### src/rtl/core/apdd_pkg.sv
// ----------------------------------------------------------------------------
// apdd_pkg: shared types and constants of the pressure drop detector
// Timer and pressure limits, register indexes and the config and state records.
// ----------------------------------------------------------------------------
package apdd_pkg;

  localparam int unsigned SampleW = 16;
  localparam int unsigned TimerW  = 16;
  localparam int unsigned PressW  = 11;
  localparam int unsigned CfgIdxW = 3;
  localparam int unsigned CfgDataW = 16;

  localparam logic [TimerW-1:0]  TimerLimit = 16'd63000;
  localparam logic [SampleW-1:0] PressMin   = 16'd500;
  localparam logic [SampleW-1:0] PressMax   = 16'd1500;

  typedef enum logic [CfgIdxW-1:0] {
    CfgMemoPeriod   = 3'd0,
    CfgLowThreshold = 3'd1,
    CfgLowHyst      = 3'd2,
    CfgDropThresh   = 3'd3,
    CfgDropHyst     = 3'd4
  } cfg_idx_e;

  typedef struct packed {
    logic [15:0]        memo_period;
    logic [15:0]        low_threshold;
    logic [7:0]         low_hyst;
    logic signed [15:0] drop_threshold;
    logic [7:0]         drop_hyst;
  } apdd_cfg_t;

  typedef struct packed {
    logic [TimerW-1:0] timer;
    logic [PressW-1:0] ref_press;
    logic              low_flag;
    logic              drop_flag;
    logic              memo_last;
    logic              memo_before_last;
  } apdd_state_t;

endpackage

### src/rtl/core/atmospheric_pressure_drop_detector.sv
// ----------------------------------------------------------------------------
// atmospheric_pressure_drop_detector: outside-air pressure drop detector
// One result word per pressure sample word, with hysteresis flags.
// ----------------------------------------------------------------------------
// Each input word is one tick carrying a pressure sample; each tick returns one
// result word with the low-pressure flag, the drop flag, their OR, the
// memorized reference pressure (500..1500) and the tick timer. A word is taken
// into an input register, evaluated combinationally against the state
// registers and written to the output register, so the block sustains one word
// per clock, set by the state update loop; the output register only blocks new
// words while a result is stalled. The user must write configuration through
// the cfg channel while the block is idle; the block does not enforce it.
module atmospheric_pressure_drop_detector (
  input  logic        clk_i,
  input  logic        rst_ni,
  // config write channel
  input  logic        cfg_valid_i,
  output logic        cfg_ready_o,
  input  logic [2:0]  cfg_addr_i,
  input  logic [15:0] cfg_data_i,
  // sample stream
  input  logic        s_axis_tvalid,
  output logic        s_axis_tready,
  input  logic [15:0] s_axis_tdata,   // [15:0] pressure_sample
  // result stream
  output logic        m_axis_tvalid,
  input  logic        m_axis_tready,
  output logic [31:0] m_axis_tdata    // [0] pressure_unfavourable, [1] low_pressure_flag,
                                      // [2] pressure_drop_flag, [13:3] memorized_pressure,
                                      // [29:14] memo_timer, [31:30] zero
);

  apdd_pkg::apdd_cfg_t          cfg_q;
  apdd_pkg::apdd_state_t        state_q, state_d;
  logic                         in_valid_q;
  logic [apdd_pkg::SampleW-1:0] sample_q;
  logic                         out_valid_q;
  logic [29:0]                  out_word_q;
  logic                         advance;

  assign cfg_ready_o = 1'b1;

  always_ff @(posedge clk_i or negedge rst_ni) begin
    if (!rst_ni) begin
      cfg_q <= '0;
    end else if (cfg_valid_i && cfg_ready_o) begin
      unique case (apdd_pkg::cfg_idx_e'(cfg_addr_i))
        apdd_pkg::CfgMemoPeriod:   cfg_q.memo_period    <= cfg_data_i;
        apdd_pkg::CfgLowThreshold: cfg_q.low_threshold  <= cfg_data_i;
        apdd_pkg::CfgLowHyst:      cfg_q.low_hyst       <= cfg_data_i[7:0];
        apdd_pkg::CfgDropThresh:   cfg_q.drop_threshold <= cfg_data_i;
        apdd_pkg::CfgDropHyst:     cfg_q.drop_hyst      <= cfg_data_i[7:0];
        default: ;
      endcase
    end
  end

  assign advance       = in_valid_q && (!out_valid_q || m_axis_tready);
  assign s_axis_tready = !in_valid_q || advance;

  always_ff @(posedge clk_i or negedge rst_ni) begin
    if (!rst_ni) begin
      in_valid_q <= 1'b0;
    end else if (s_axis_tready) begin
      in_valid_q <= s_axis_tvalid;
    end
  end

  always_ff @(posedge clk_i) begin
    if (s_axis_tready && s_axis_tvalid) begin
      sample_q <= s_axis_tdata;
    end
  end

  apdd_eval u_eval (
    .cfg_i    (cfg_q),
    .state_i  (state_q),
    .sample_i (sample_q),
    .state_o  (state_d)
  );

  always_ff @(posedge clk_i or negedge rst_ni) begin
    if (!rst_ni) begin
      state_q <= '{timer:            '0,
                   ref_press:        apdd_pkg::PressMin[apdd_pkg::PressW-1:0],
                   low_flag:         1'b0,
                   drop_flag:        1'b0,
                   memo_last:        1'b0,
                   memo_before_last: 1'b0};
    end else if (advance) begin
      state_q <= state_d;
    end
  end

  always_ff @(posedge clk_i or negedge rst_ni) begin
    if (!rst_ni) begin
      out_valid_q <= 1'b0;
    end else if (advance) begin
      out_valid_q <= 1'b1;
    end else if (m_axis_tready) begin
      out_valid_q <= 1'b0;
    end
  end

  always_ff @(posedge clk_i) begin
    if (advance) begin
      out_word_q <= {state_d.timer, state_d.ref_press, state_d.drop_flag,
                     state_d.low_flag, state_d.low_flag | state_d.drop_flag};
    end
  end

  assign m_axis_tvalid = out_valid_q;
  assign m_axis_tdata  = {2'b00, out_word_q};

endmodule

### src/rtl/core/apdd_eval.sv
// ----------------------------------------------------------------------------
// apdd_eval: next-state logic for one pressure tick
// Timer update, memorize decision, reference clamp and both hysteresis flags.
// ----------------------------------------------------------------------------
module apdd_eval (
  input  apdd_pkg::apdd_cfg_t          cfg_i,
  input  apdd_pkg::apdd_state_t        state_i,
  input  logic [apdd_pkg::SampleW-1:0] sample_i,
  output apdd_pkg::apdd_state_t        state_o
);

  logic [apdd_pkg::TimerW-1:0]  timer_nxt;
  logic [19:0]                  memo_lim;
  logic                         memorize;
  logic [apdd_pkg::SampleW-1:0] ref_sel;
  logic [apdd_pkg::PressW-1:0]  ref_nxt;
  logic [16:0]                  low_clr_lvl;
  logic signed [17:0]           drop_val;
  logic signed [17:0]           drop_set_lvl;
  logic signed [17:0]           drop_clr_lvl;
  logic                         low_nxt;
  logic                         drop_nxt;

  always_comb begin
    if (state_i.memo_last && !state_i.memo_before_last) begin
      timer_nxt = '0;
    end else if (state_i.timer >= apdd_pkg::TimerLimit) begin
      timer_nxt = apdd_pkg::TimerLimit;
    end else begin
      timer_nxt = state_i.timer + 16'd1;
    end
  end

  // period * 10 as (p << 3) + (p << 1), full width
  assign memo_lim = {1'b0, cfg_i.memo_period, 3'b000} + {3'b000, cfg_i.memo_period, 1'b0};
  assign memorize = {4'd0, timer_nxt} >= memo_lim;

  assign ref_sel = memorize ? sample_i : {5'd0, state_i.ref_press};

  always_comb begin
    if (ref_sel < apdd_pkg::PressMin) begin
      ref_nxt = apdd_pkg::PressMin[apdd_pkg::PressW-1:0];
    end else if (ref_sel > apdd_pkg::PressMax) begin
      ref_nxt = apdd_pkg::PressMax[apdd_pkg::PressW-1:0];
    end else begin
      ref_nxt = ref_sel[apdd_pkg::PressW-1:0];
    end
  end

  assign low_clr_lvl = {1'b0, cfg_i.low_threshold} + {9'd0, cfg_i.low_hyst};

  always_comb begin
    if ({1'b0, sample_i} >= low_clr_lvl) begin
      low_nxt = 1'b0;
    end else if (sample_i <= cfg_i.low_threshold) begin
      low_nxt = 1'b1;
    end else begin
      low_nxt = state_i.low_flag;
    end
  end

  assign drop_val     = {7'd0, ref_nxt} - {2'd0, sample_i};
  assign drop_set_lvl = {{2{cfg_i.drop_threshold[15]}}, cfg_i.drop_threshold};
  assign drop_clr_lvl = drop_set_lvl - {10'd0, cfg_i.drop_hyst};

  // clear test has priority when the levels overlap
  always_comb begin
    if (drop_val <= drop_clr_lvl) begin
      drop_nxt = 1'b0;
    end else if (drop_val >= drop_set_lvl) begin
      drop_nxt = 1'b1;
    end else begin
      drop_nxt = state_i.drop_flag;
    end
  end

  always_comb begin
    state_o.timer            = timer_nxt;
    state_o.ref_press        = ref_nxt;
    state_o.low_flag         = low_nxt;
    state_o.drop_flag        = drop_nxt;
    state_o.memo_last        = memorize;
    state_o.memo_before_last = state_i.memo_last;
  end

endmodule

### config.mk
export PLATFORM = sky130hd
export DESIGN_NAME = atmospheric_pressure_drop_detector
export DESIGN_NICKNAME = d
export VERILOG_FILES = /design/src/rtl/core/apdd_pkg.sv /design/src/rtl/core/atmospheric_pressure_drop_detector.sv /design/src/rtl/core/apdd_eval.sv
export SDC_FILE = /design/constraint.sdc
export NUM_CORES = 1
export LEC_CHECK = 0
export BUFFER_PORTS_ARGS = -buffer_cell sky130_fd_sc_hd__buf_2
export CAP_MARGIN = 5
export CORE_ASPECT_RATIO = 1.2
export CORE_MARGIN = 4
export CORE_UTILIZATION = 61
export CTS_CLUSTER_SIZE = 40
export DETAILED_ROUTE_END_ITERATION = 12
export PLACE_DENSITY = 0.78
export SYNTH_ARGS = -nofsm -noshare
export SYNTH_HDL_FRONTEND = slang
export SYNTH_SLANG_ARGS = --single-unit
### constraint.sdc
create_clock -name clk_i -period 8.88 [get_ports clk_i]
set_input_delay 1.332 -clock clk_i [delete_from_list [all_inputs] [get_ports clk_i]]
set_output_delay 1.332 -clock clk_i [all_outputs]
set_load 0.01 [all_outputs]
# After elaboration in Yosys (flattened, before gate mapping)

Cells that the tools add are included.

Register bits after elaboration: 143
Word-level logic and storage cells: 59

Eq/ne operators: 4
Add/subtract/negate cells: 5
Reduce and logical (&&, ||, !) cells: 15
Order comparisons: 8
Bitwise gates (word level): 1
Mux-type cells: 11

Operator list:

| operator                                                     | number |
|---|---|
| 2-to-1 mux 16 bit                                            | 3 |
| 2-to-1 mux 11 bit                                            | 2 |
| adder 19 x 17 -> 20 bit                                      | 1 |
| greater-or-equal comparator 16 x 20 -> 1 bit                 | 1 |
| adder 16 x 8 -> 17 bit                                       | 1 |
| greater-or-equal comparator 16 x 17 -> 1 bit                 | 1 |
| greater-or-equal comparator 17 x 16 -> 1 bit                 | 1 |
| less-or-equal comparator 17 bit                              | 1 |
| subtractor 11 x 16 -> 17 bit                                 | 1 |
| subtractor 16 x 9 -> 17 bit                                  | 1 |
| adder 16 x 1 -> 16 bit (second input constant)               | 1 |
| greater-or-equal comparator 16 bit (second input constant)   | 1 |
| > comparator 16 x 11 -> 1 bit (second input constant)        | 1 |
| less-or-equal comparator 16 bit                              | 1 |
| less-than comparator 16 x 9 -> 1 bit (second input constant) | 1 |
| AND reduction 2 bit                                          | 5 |
| == test 3 x 2 -> 1 bit (second input constant)               | 2 |
| 2-to-1 mux 1 bit                                             | 6 |
| == test 3 x 1 -> 1 bit (second input constant)               | 1 |
| == test 3 bit (second input constant)                        | 1 |
| logical AND 1 bit                                            | 3 |
| zero test 1 bit                                              | 3 |
| zero test 3 bit                                              | 1 |
| logical OR 1 bit                                             | 2 |
| 2 further kinds                                              | 2 |

# Longest topological paths before layout

Gate-level depths: netlist (run 1).

Depth after elaboration: 13
Mapped depth: 40

# Modules after synthesis

From an unflattened synthesis (run 1), not the netlist that was laid out.

Cells, all modules: 908
Area, all modules: 9,824.4 um^2

By module, submodules not included:

| module                             | times used | cells each | sequential area each (um^2) | area each (um^2) |
|---|---|---|---|---|
| atmospheric_pressure_drop_detector | 1          | 265        | 3,816.2                     | 5,094.9 |
| apdd_eval                          | 1          | 643        | 0.0                         | 4,729.5 |

# Least setup slack after synthesis (run 1)

OpenSTA, ideal clock, no wires.

Path kind: reg2reg
From: register cfg_q[48] in the netlist's numbering
To: register out_word_q[0], data pin
Library setup time: 0.269 ns
Cell stages (with the launch flop): 40
Arrival time: 7.406 ns
Path buffers: 1
Path slack: 1.205 ns
Cells stage by stage: dfrtp_1 ha_1 fa_1 a211oi_1 o21ai_0 a31oi_1 o21ai_0 a21o_1 a21oi_1 xor2_1 ha_1 nand4_1 nor4_1 a221o_1 or3_1 a31oi_1 nor3_1 and3_4 [4 not listed] inv_1 fa_1 a21o_1 a21oi_1 o21bai_1 a211oi_1 o31ai_1 o21a_1 nor2_1 nor2_1 xnor2_1 ha_1 a21o_1 a211o_1 nor2_1 o211ai_1 a31oi_1 o22ai_1

Longest elaborated chain between the ends: 11
Elaborated cells between the ends (all ways): 13

Ends and longest elaborated chain:

| item                                           | RTL line                                  | text |
|---|---|---|
| start: declaration                             | atmospheric_pressure_drop_detector.sv:33  | `apdd_pkg::apdd_cfg_t cfg_q;` |
| adder 19 x 17 -> 20 bit *                      | apdd_eval.sv:35                           | `assign memo_lim = {1'b0, cfg_i.memo_period, 3'b000} + {3'b000, cfg_i.memo_period, 1'b0};` |
| greater-or-equal comparator 16 x 20 -> 1 bit * | apdd_eval.sv:36                           | `assign memorize = {4'd0, timer_nxt} >= memo_lim;` |
| 2-to-1 mux 16 bit *                            | apdd_eval.sv:38                           | `assign ref_sel = memorize ? sample_i : {5'd0, state_i.ref_press};` |
| > comparator 16 x 11 -> 1 bit                  | apdd_eval.sv:43                           | `end else if (ref_sel > apdd_pkg::PressMax) begin` |
| 2-to-1 mux 11 bit                              | apdd_eval.sv:43                           |  |
| 2-to-1 mux 11 bit *                            | apdd_eval.sv:41                           | `if (ref_sel < apdd_pkg::PressMin) begin` |
| subtractor 11 x 16 -> 17 bit *                 | apdd_eval.sv:62                           | `assign drop_val = {7'd0, ref_nxt} - {2'd0, sample_i};` |
| greater-or-equal comparator 17 x 16 -> 1 bit   | apdd_eval.sv:70                           | `end else if (drop_val >= drop_set_lvl) begin` |
| 2-to-1 mux 1 bit                               | apdd_eval.sv:70                           |  |
| 2-to-1 mux 1 bit *                             | apdd_eval.sv:68                           | `if (drop_val <= drop_clr_lvl) begin` |
| bitwise OR 1 bit *                             | atmospheric_pressure_drop_detector.sv:108 | `state_d.low_flag, state_d.low_flag \| state_d.drop_flag};` |
| end signal: assignment                         | atmospheric_pressure_drop_detector.sv:107 | `out_word_q <= {state_d.timer, state_d.ref_press, state_d.drop_flag,` |
| end: declaration                               | atmospheric_pressure_drop_detector.sv:38  | `logic [29:0] out_word_q;` |

Every way passes the cells marked *; elsewhere a longest branch is shown, timed or not.
A chain may end at the register's enable or synchronous reset.

==> results.py, run 1 <==
metrics = {
    "yosys": {
        "synth_warnings": 0,
        "synth.most_common_cell": "ha_1",
        "synth_compound_gate_area_share": 0.1433,
        "synth_top_area_share": 0.2339,
        "synthFlopType": "dfrtp_1",
        "netlist_top_cells_area": "dfrtp_1 (23%), ha_1 (16%), edfxtp_1 (14%), mux2_2 (4.9%), nand2_1 (4.6%)",
        "synth-simple-area-share": 0.1472,
        "ys_seq_area_frac": 0.3920,
        "synth-xor-area-share": 0.05398,
        "synth_top_family_by_area": "adder cells",
        "synthMuxAreaShare": 0.05527,
        "synthTopCellsByCount": "ha_1 (124), nand2_1 (119), dfrtp_1 (91)",
        "ys_types": 63,
        "synthArstFlopShare": 0.6783,
        "yosys.area.top_type": "dfrtp_1",
        "synth_edf_count": 46,
        "synthAdderAreaFrac": 0.1676,
        "synth_area_per_cell_um2": 9.725,
        "synthCells": 1001,
        "synth.cell_area_um2": 9734,
        "ys_ff_latch": 143,
    },
    "cells_and_area": {
        "diodes": 0,
        "fillers": 1233,
        "nNetsFinal": 1244,
        "seqCellArea_um2": 3816,
        "multi_input_area_um2": 5577,
        "fin_area_um2": 10890,
        "drive_above_1_share": 0.1598,
        "area.growth.synth_to_final_pct": 11.86,
    },
    "pwr": {
        "p_total_uw": 2916,
        "peakVddDrop_mv": 0.1725,
        "power.density_nw_per_um2": 267.8,
        "p_leak_uw": 0.004997,
    },
    "clock_tree": {
        "cts_setup_buffers": 0,
        "cts_tree": "yes",
        "path_clk_slew_ns": 0.06,
        "clock_path_buffers": 2,
        "cts_root_buf": "clkbuf_16",
        "ctsHtreeMaxLevel": 4,
        "cts_buffers": 17,
        "clk_latency_ns": 0.43,
        "cts.sinks": 143,
    },
    "hold_path": {
        "hp-class": "reg -> reg",
        "worstHoldStart": "state_q[0]",
        "hold_end": "state_q[0]",
        "hold_depth": 2,
    },
    "critical_path": {
        "reg2regPathDepth": 36,
        "reg2reg_slack_ns": 0.52,
        "required_ns": 9.05,
        "critPathLaunch": "cfg_q[48]",
        "r2r-end": "out_word_q[0]",
        "crit_fanout": 10,
        "cp-start-kind": "register",
        "max_stage_delay_ns": 0.44,
        "crit_path_end_kind": "register",
        "worst_ep_arrival_time_ns": 8.53,
        "criticalPathCategory": "reg -> reg",
        "cpMaxStageDelayCell": "fa_1",
        "crit_top_cell": "ha_1",
        "reg2reg_from": "cfg_q[48]",
    },
    "sta": {
        "relSlewSlack": 0.3034,
        "tightestPinTransition_ns": 1.043,
        "skew_ns": 0.01211,
        "setup-tns-final_ns": 0,
        "fin_crit_sh": 0.9420,
        "max_freq_mhz": 119.6,
        "setup_violations": 0,
        "hold_viol_final": 0,
        "slew_violations": 0,
        "fin_ws_ns": 0.5153,
        "period_needed_ns": 8.365,
    },
    "run_status": {
        "status": "finished, final reports clean",
    },
    "placement": {
        "dp_worst_setup_slack_ns": 0.3434,
        "port_buffers": 71,
        "place_area_um2": 10300,
        "gp_congestion": 0.9310,
        "dp_hpwl_mm": 17.50,
    },
    "detailed_routing": {
        "vias": 7741,
        "top_layer": "met4",
        "first_pass_iters": 5,
        "viasPerCell": 5.968,
        "antenna_left": 0,
        "routed_wirelength_mm": 22.72,
        "wl_met2_mm": 11.60,
        "post_drt_wl_per_cell_um": 17.52,
        "wl_met1_mm": 9.384,
        "wl_met3_um": 903,
        "drt-initial-drc-count": 533,
        "drc": 0,
    },
    "die": {
        "die_height_um": 146.4,
        "start_util": 0.6224,
        "dieWidth_um": 123.3,
        "coreArea_um2": 15640,
        "num_rows": 50,
        "dieArea_um2": 18050,
        "boundaryPins": 75,
    },
    "flow_run": {
        "cap_violations": 0,
    },
    "global_routing": {
        "antenna_found_initial": 0,
        "grt_pass1_wl_mm": 37.71,
        "grt_max_degree": 55,
        "overflow": 0,
        "grt_pass1_vias": 7751,
        "grt.total_usage": 0.2662,
    },
}
-- per-layer routing --
metal	GRT usage	vias to the layer above
met5	0	-
met4	0.1080	0
met3	0.04184	63
met2	0.4585	223
met1	0.3299	3710
li1	-	3745
-- state kept, by name (all words and copies together) (netlist names) --
register       cells
in_valid_q         1
cfg_q             64
state_q           31
sample_q          16
m_axis_tvalid      1
out_word_q        30
-- worst max-delay path by stage --
stage	end	slack (ns)	cells after the start
after global routing	out_word_q[0]	-0.06	37
after floorplan	out_word_q[0]	1.21	39
after detailed placement	out_word_q[0]	0.34	38
after CTS	out_word_q[0]	0.29	38
after global placement	out_word_q[0]	0.55	38
final	out_word_q[0]	0.52	36
-- power by group --
group          internal [uW]  switching (uW)
clock                    383             280
sequential               810            95.6
combinational            584             763
total                   1780            1140
-- kinds of logic after synthesis --
group / after synthesis
compound gates: 220
xor+xnor: 60
fa+ha+maj: 128
buf+inv: 98
flops: 143
mux: 48
other cells: 2
simple gates: 302
-- area by class of cell --
| class | count | area share |
|---|---|---|
| inverters | 76 | 0.02620 |
| clock inverters | 14 | 0.01092 |
| repair buffers | 77 | 0.03700 |
| well taps | 208 | 0.02390 |
| multi-input cells | 761 | 0.5121 |
| clock buffers | 18 | 0.03941 |
| flip-flops and latches | 143 | 0.3505 |
-- placed cells by master, fill, tap and decap left out, types with 34 or more instances in the layout --
| cell type | n |
|---|---|
| nor2_1 | 45 |
| a21oi_1 | 54 |
| mux2_2 | 42 |
| dfrtp_1 | 91 |
| nand2_1 | 119 |
| o21ai_0 | 60 |
| xnor2_1 | 34 |
| ha_1 | 124 |
| buf_2 | 70 |
| edfxtp_1 | 46 |
| inv_1 | 75 |
-- critical path, delay by kind of cell, from the launching register on --
kind	cells	cell delay, ns
adders and majority gates	5	1.66
xor gates and xnor gates	2	0.25
and+or+nand+nor	8	1.62
DFF	1	0.40
AOI/OAI and AO/OA	20	3.75
muxes	1	0.41
-- timing repair --
action / CTS / global route
endpoints found under the hold margin: 0 / 0
hold buffers: 0 / 0
setup endpoints to repair: 0 / 3
resized for setup: 0 / 7
-- stage by stage --
| step | utilization | hold slack [ns] | std cells |
|---|---|---|---|
| after floorplan | - | 0.4464 | 1002 |
| after global placement | 0.6588 | 0.4598 | 1265 |
| after detailed placement | 0.6588 | 0.4701 | 1265 |
| after CTS | 0.6938 | 0.4895 | 1297 |
| final | 0.6962 | 0.4896 | 1297 |
| after global routing | 0.6962 | 0.5138 | 1297 |
(Power assumes the default switching activity.)
==> inputs of run 2 (changes only) <==
Settings changed: CTS_BUF_LIST set to sky130_fd_sc_hd__clkbuf_8 sky130_fd_sc_hd__clkbuf_16.
==> run 2 against run 1 <==
Net effect:
- hold slack worse by 0.00059 ns
- critical path depth unchanged
- utilization unchanged
- final cell count is the same
- sequential cell count stayed put
- register-to-register slack is essentially flat
- combinational power about the same
- worst setup slack better by 0.0038 ns
- first-iteration DRC count unchanged
- sequential share of layout area did not move
- fmax about the same
- clock power about the same
- largest power group unchanged
==> results.py, run 2 (synthesized netlist as in run 1, its figures left out) <==
metrics = {
    "critical_path": {
        "worst_ep_arrival_time_ns": 8.53,
        "criticalPathCategory": "reg -> reg",
        "max_stage_delay_ns": 0.44,
        "crit_end": "out_word_q[0]",
        "required_ns": 9.05,
        "critPathLaunch": "cfg_q[48]",
        "cp-start-kind": "register",
        "crit_top_cell": "ha_1",
        "r2r-end": "out_word_q[0]",
        "crit_fanout": 10,
        "cpMaxStageDelayCell": "fa_1",
        "reg2reg_slack_ns": 0.52,
        "crit_path_end_kind": "register",
        "reg2regPathDepth": 36,
        "reg2reg_from": "cfg_q[48]",
    },
    "die": {
        "boundaryPins": 75,
        "dieArea_um2": 18050,
        "num_rows": 50,
        "die_height_um": 146.4,
        "start_util": 0.6224,
        "coreArea_um2": 15640,
        "dieWidth_um": 123.3,
    },
    "cells_and_area": {
        "fin_util": 0.6962,
        "largest_reg_flops": 64,
        "diodes": 0,
        "final_common_cell": "ha_1",
        "drive_above_1_share": 0.1598,
        "nNetsFinal": 1244,
        "area.growth.synth_to_final_pct": 11.86,
        "largest-register": "cfg_q",
        "instances_no_fill": 1297,
        "final_cell_mix": "ha_1 (124), nand2_1 (119), dfrtp_1 (91)",
        "fillers": 1233,
        "reg_top3": "cfg_q x64, state_q x31, out_word_q x30",
    },
    "sta": {
        "max_freq_mhz": 119.6,
        "relSlewSlack": 0.3019,
        "hold_viol_final": 0,
        "tightestPinTransition_ns": 1.046,
        "period_needed_ns": 8.361,
        "fin_crit_sh": 0.9415,
        "slew_violations": 0,
        "setup_violations": 0,
        "skew_ns": 0.01213,
    },
    "global_routing": {
        "antenna_found_initial": 0,
        "overflow": 0,
        "grt_max_degree": 55,
        "grt.total_usage": 0.2662,
        "grt_pass1_vias": 7751,
        "grt_pass1_wl_mm": 37.71,
    },
    "pwr": {
        "seq_power_share": 0.311,
        "switchingPower_uw": 1139,
        "p_leak_uw": 0.005002,
        "peakVddDrop_mv": 0.1725,
        "power.density_nw_per_um2": 267.7,
        "pwr-share-comb": 0.462,
        "internal_power_uw": 1776,
        "p_total_uw": 2915,
        "p_clk_frac": 0.227,
        "p_sw_frac": 0.3908,
    },
    "clock_tree": {
        "cts.sinks": 143,
        "cts_buffers": 17,
        "path_clk_slew_ns": 0.06,
        "clock_path_buffers": 2,
        "cts_setup_buffers": 0,
        "cts_tree": "yes",
        "hold_buffers": 0,
        "cts_root_buf": "clkbuf_16",
        "ctsHtreeMaxLevel": 4,
        "clk_latency_ns": 0.43,
    },
    "placement": {
        "dp_hpwl_mm": 17.50,
        "port_buffers": 71,
        "dp_cells": 1265,
        "gp_congestion": 0.9310,
    },
    "detailed_routing": {
        "post_drt_wl_per_cell_um": 17.53,
        "drc": 0,
        "drt-initial-drc-count": 533,
        "antenna_left": 0,
        "viasPerCell": 5.967,
        "vias": 7739,
        "first_pass_iters": 5,
        "routed_wirelength_mm": 22.74,
    },
    "run_status": {
        "status": "finished, final reports clean",
    },
    "flow_run": {
        "cap_violations": 0,
    },
    "hold_path": {
        "hp-class": "reg -> reg",
    },
}
==> run 2: cell types whose count changed in the layout (fill, tap and decap cells not counted) <==
cell | previous run | this run
clkbuf_1 | 1 | 0
inv_1 | 75 | 76
==> run 2: worst max-delay path, delay by kind of cell (launching register included) <==
kind / cells / cell delay [ns]
AOI/OAI and AO/OA: 20 / 3.75
adders and majority gates: 5 / 1.66
and+or+nand+nor: 8 / 1.62
muxes: 1 / 0.41
DFF: 1 / 0.40
xor gates and xnor gates: 2 / 0.25
==> run 2: timing repair <==
action                                  in CTS  in global routing
resized for setup                            0                  7
endpoints found under the setup margin       0                  3
endpoints found under the hold margin        0                  0
==> run 2: through the flow <==
step / TNS, ns / hold slack, ns / setup slack (ns) / cell area (um^2)
detailed placement: 0 / 0.4701 / 0.3434 / 10300
CTS: 0 / 0.4896 / 0.2915 / 10850
global route: -0.09522 / 0.5138 / -0.05967 / 10890
finish: 0 / 0.4890 / 0.5191 / 10890
floorplan: 0 / 0.4464 / 1.205 / 9738
global placement: 0 / 0.4598 / 0.5522 / 10300
==> run 2: power by group through the flow <==
stage	clock [uW]	combinational (uW)	sequential [uW]
after floorplan	0	987	897
after global placement	0	1280	910
after detailed placement	0	1310	915
after CTS	670	1330	904
after global routing	704	1530	919
final	662	1350	906
==> run 2: layer usage <==
| metal | global-route usage | share of wire |
|---|---|---|
| met1 | 0.3299 | 0.41 |
| met2 | 0.4585 | 0.51 |
| met3 | 0.04184 | 0.038 |
| met4 | 0.1080 | 0.036 |
| met5 | 0 | 0 |
==> run 2: layout make-up <==
class | instances | area (um^2) | area share
Clock buffer | 17 | 425.4 | 0.03907
Clock inverter | 15 | 122.6 | 0.01126
Inverter | 76 | 285.3 | 0.02620
Multi-Input combinational cell | 761 | 5577 | 0.5121
Sequential cell | 143 | 3816 | 0.3505
Tap cell | 208 | 260.3 | 0.02390
Timing Repair Buffer | 77 | 402.9 | 0.03700
==> run 2: how the worst min path moves through the flow <==
stage	startpoint	endpoint	slack, ns	cells after the start
2_1_floorplan	state_q[0]	state_q[0]	0.45	2
6_report	state_q[0]	state_q[0]	0.49	2
3_3_place_gp	state_q[0]	state_q[0]	0.46	2
5_1_grt	in_valid_q	m_axis_tvalid	0.51	1
4_1_cts	state_q[0]	state_q[0]	0.49	2
3_5_place_dp	state_q[0]	state_q[0]	0.47	2
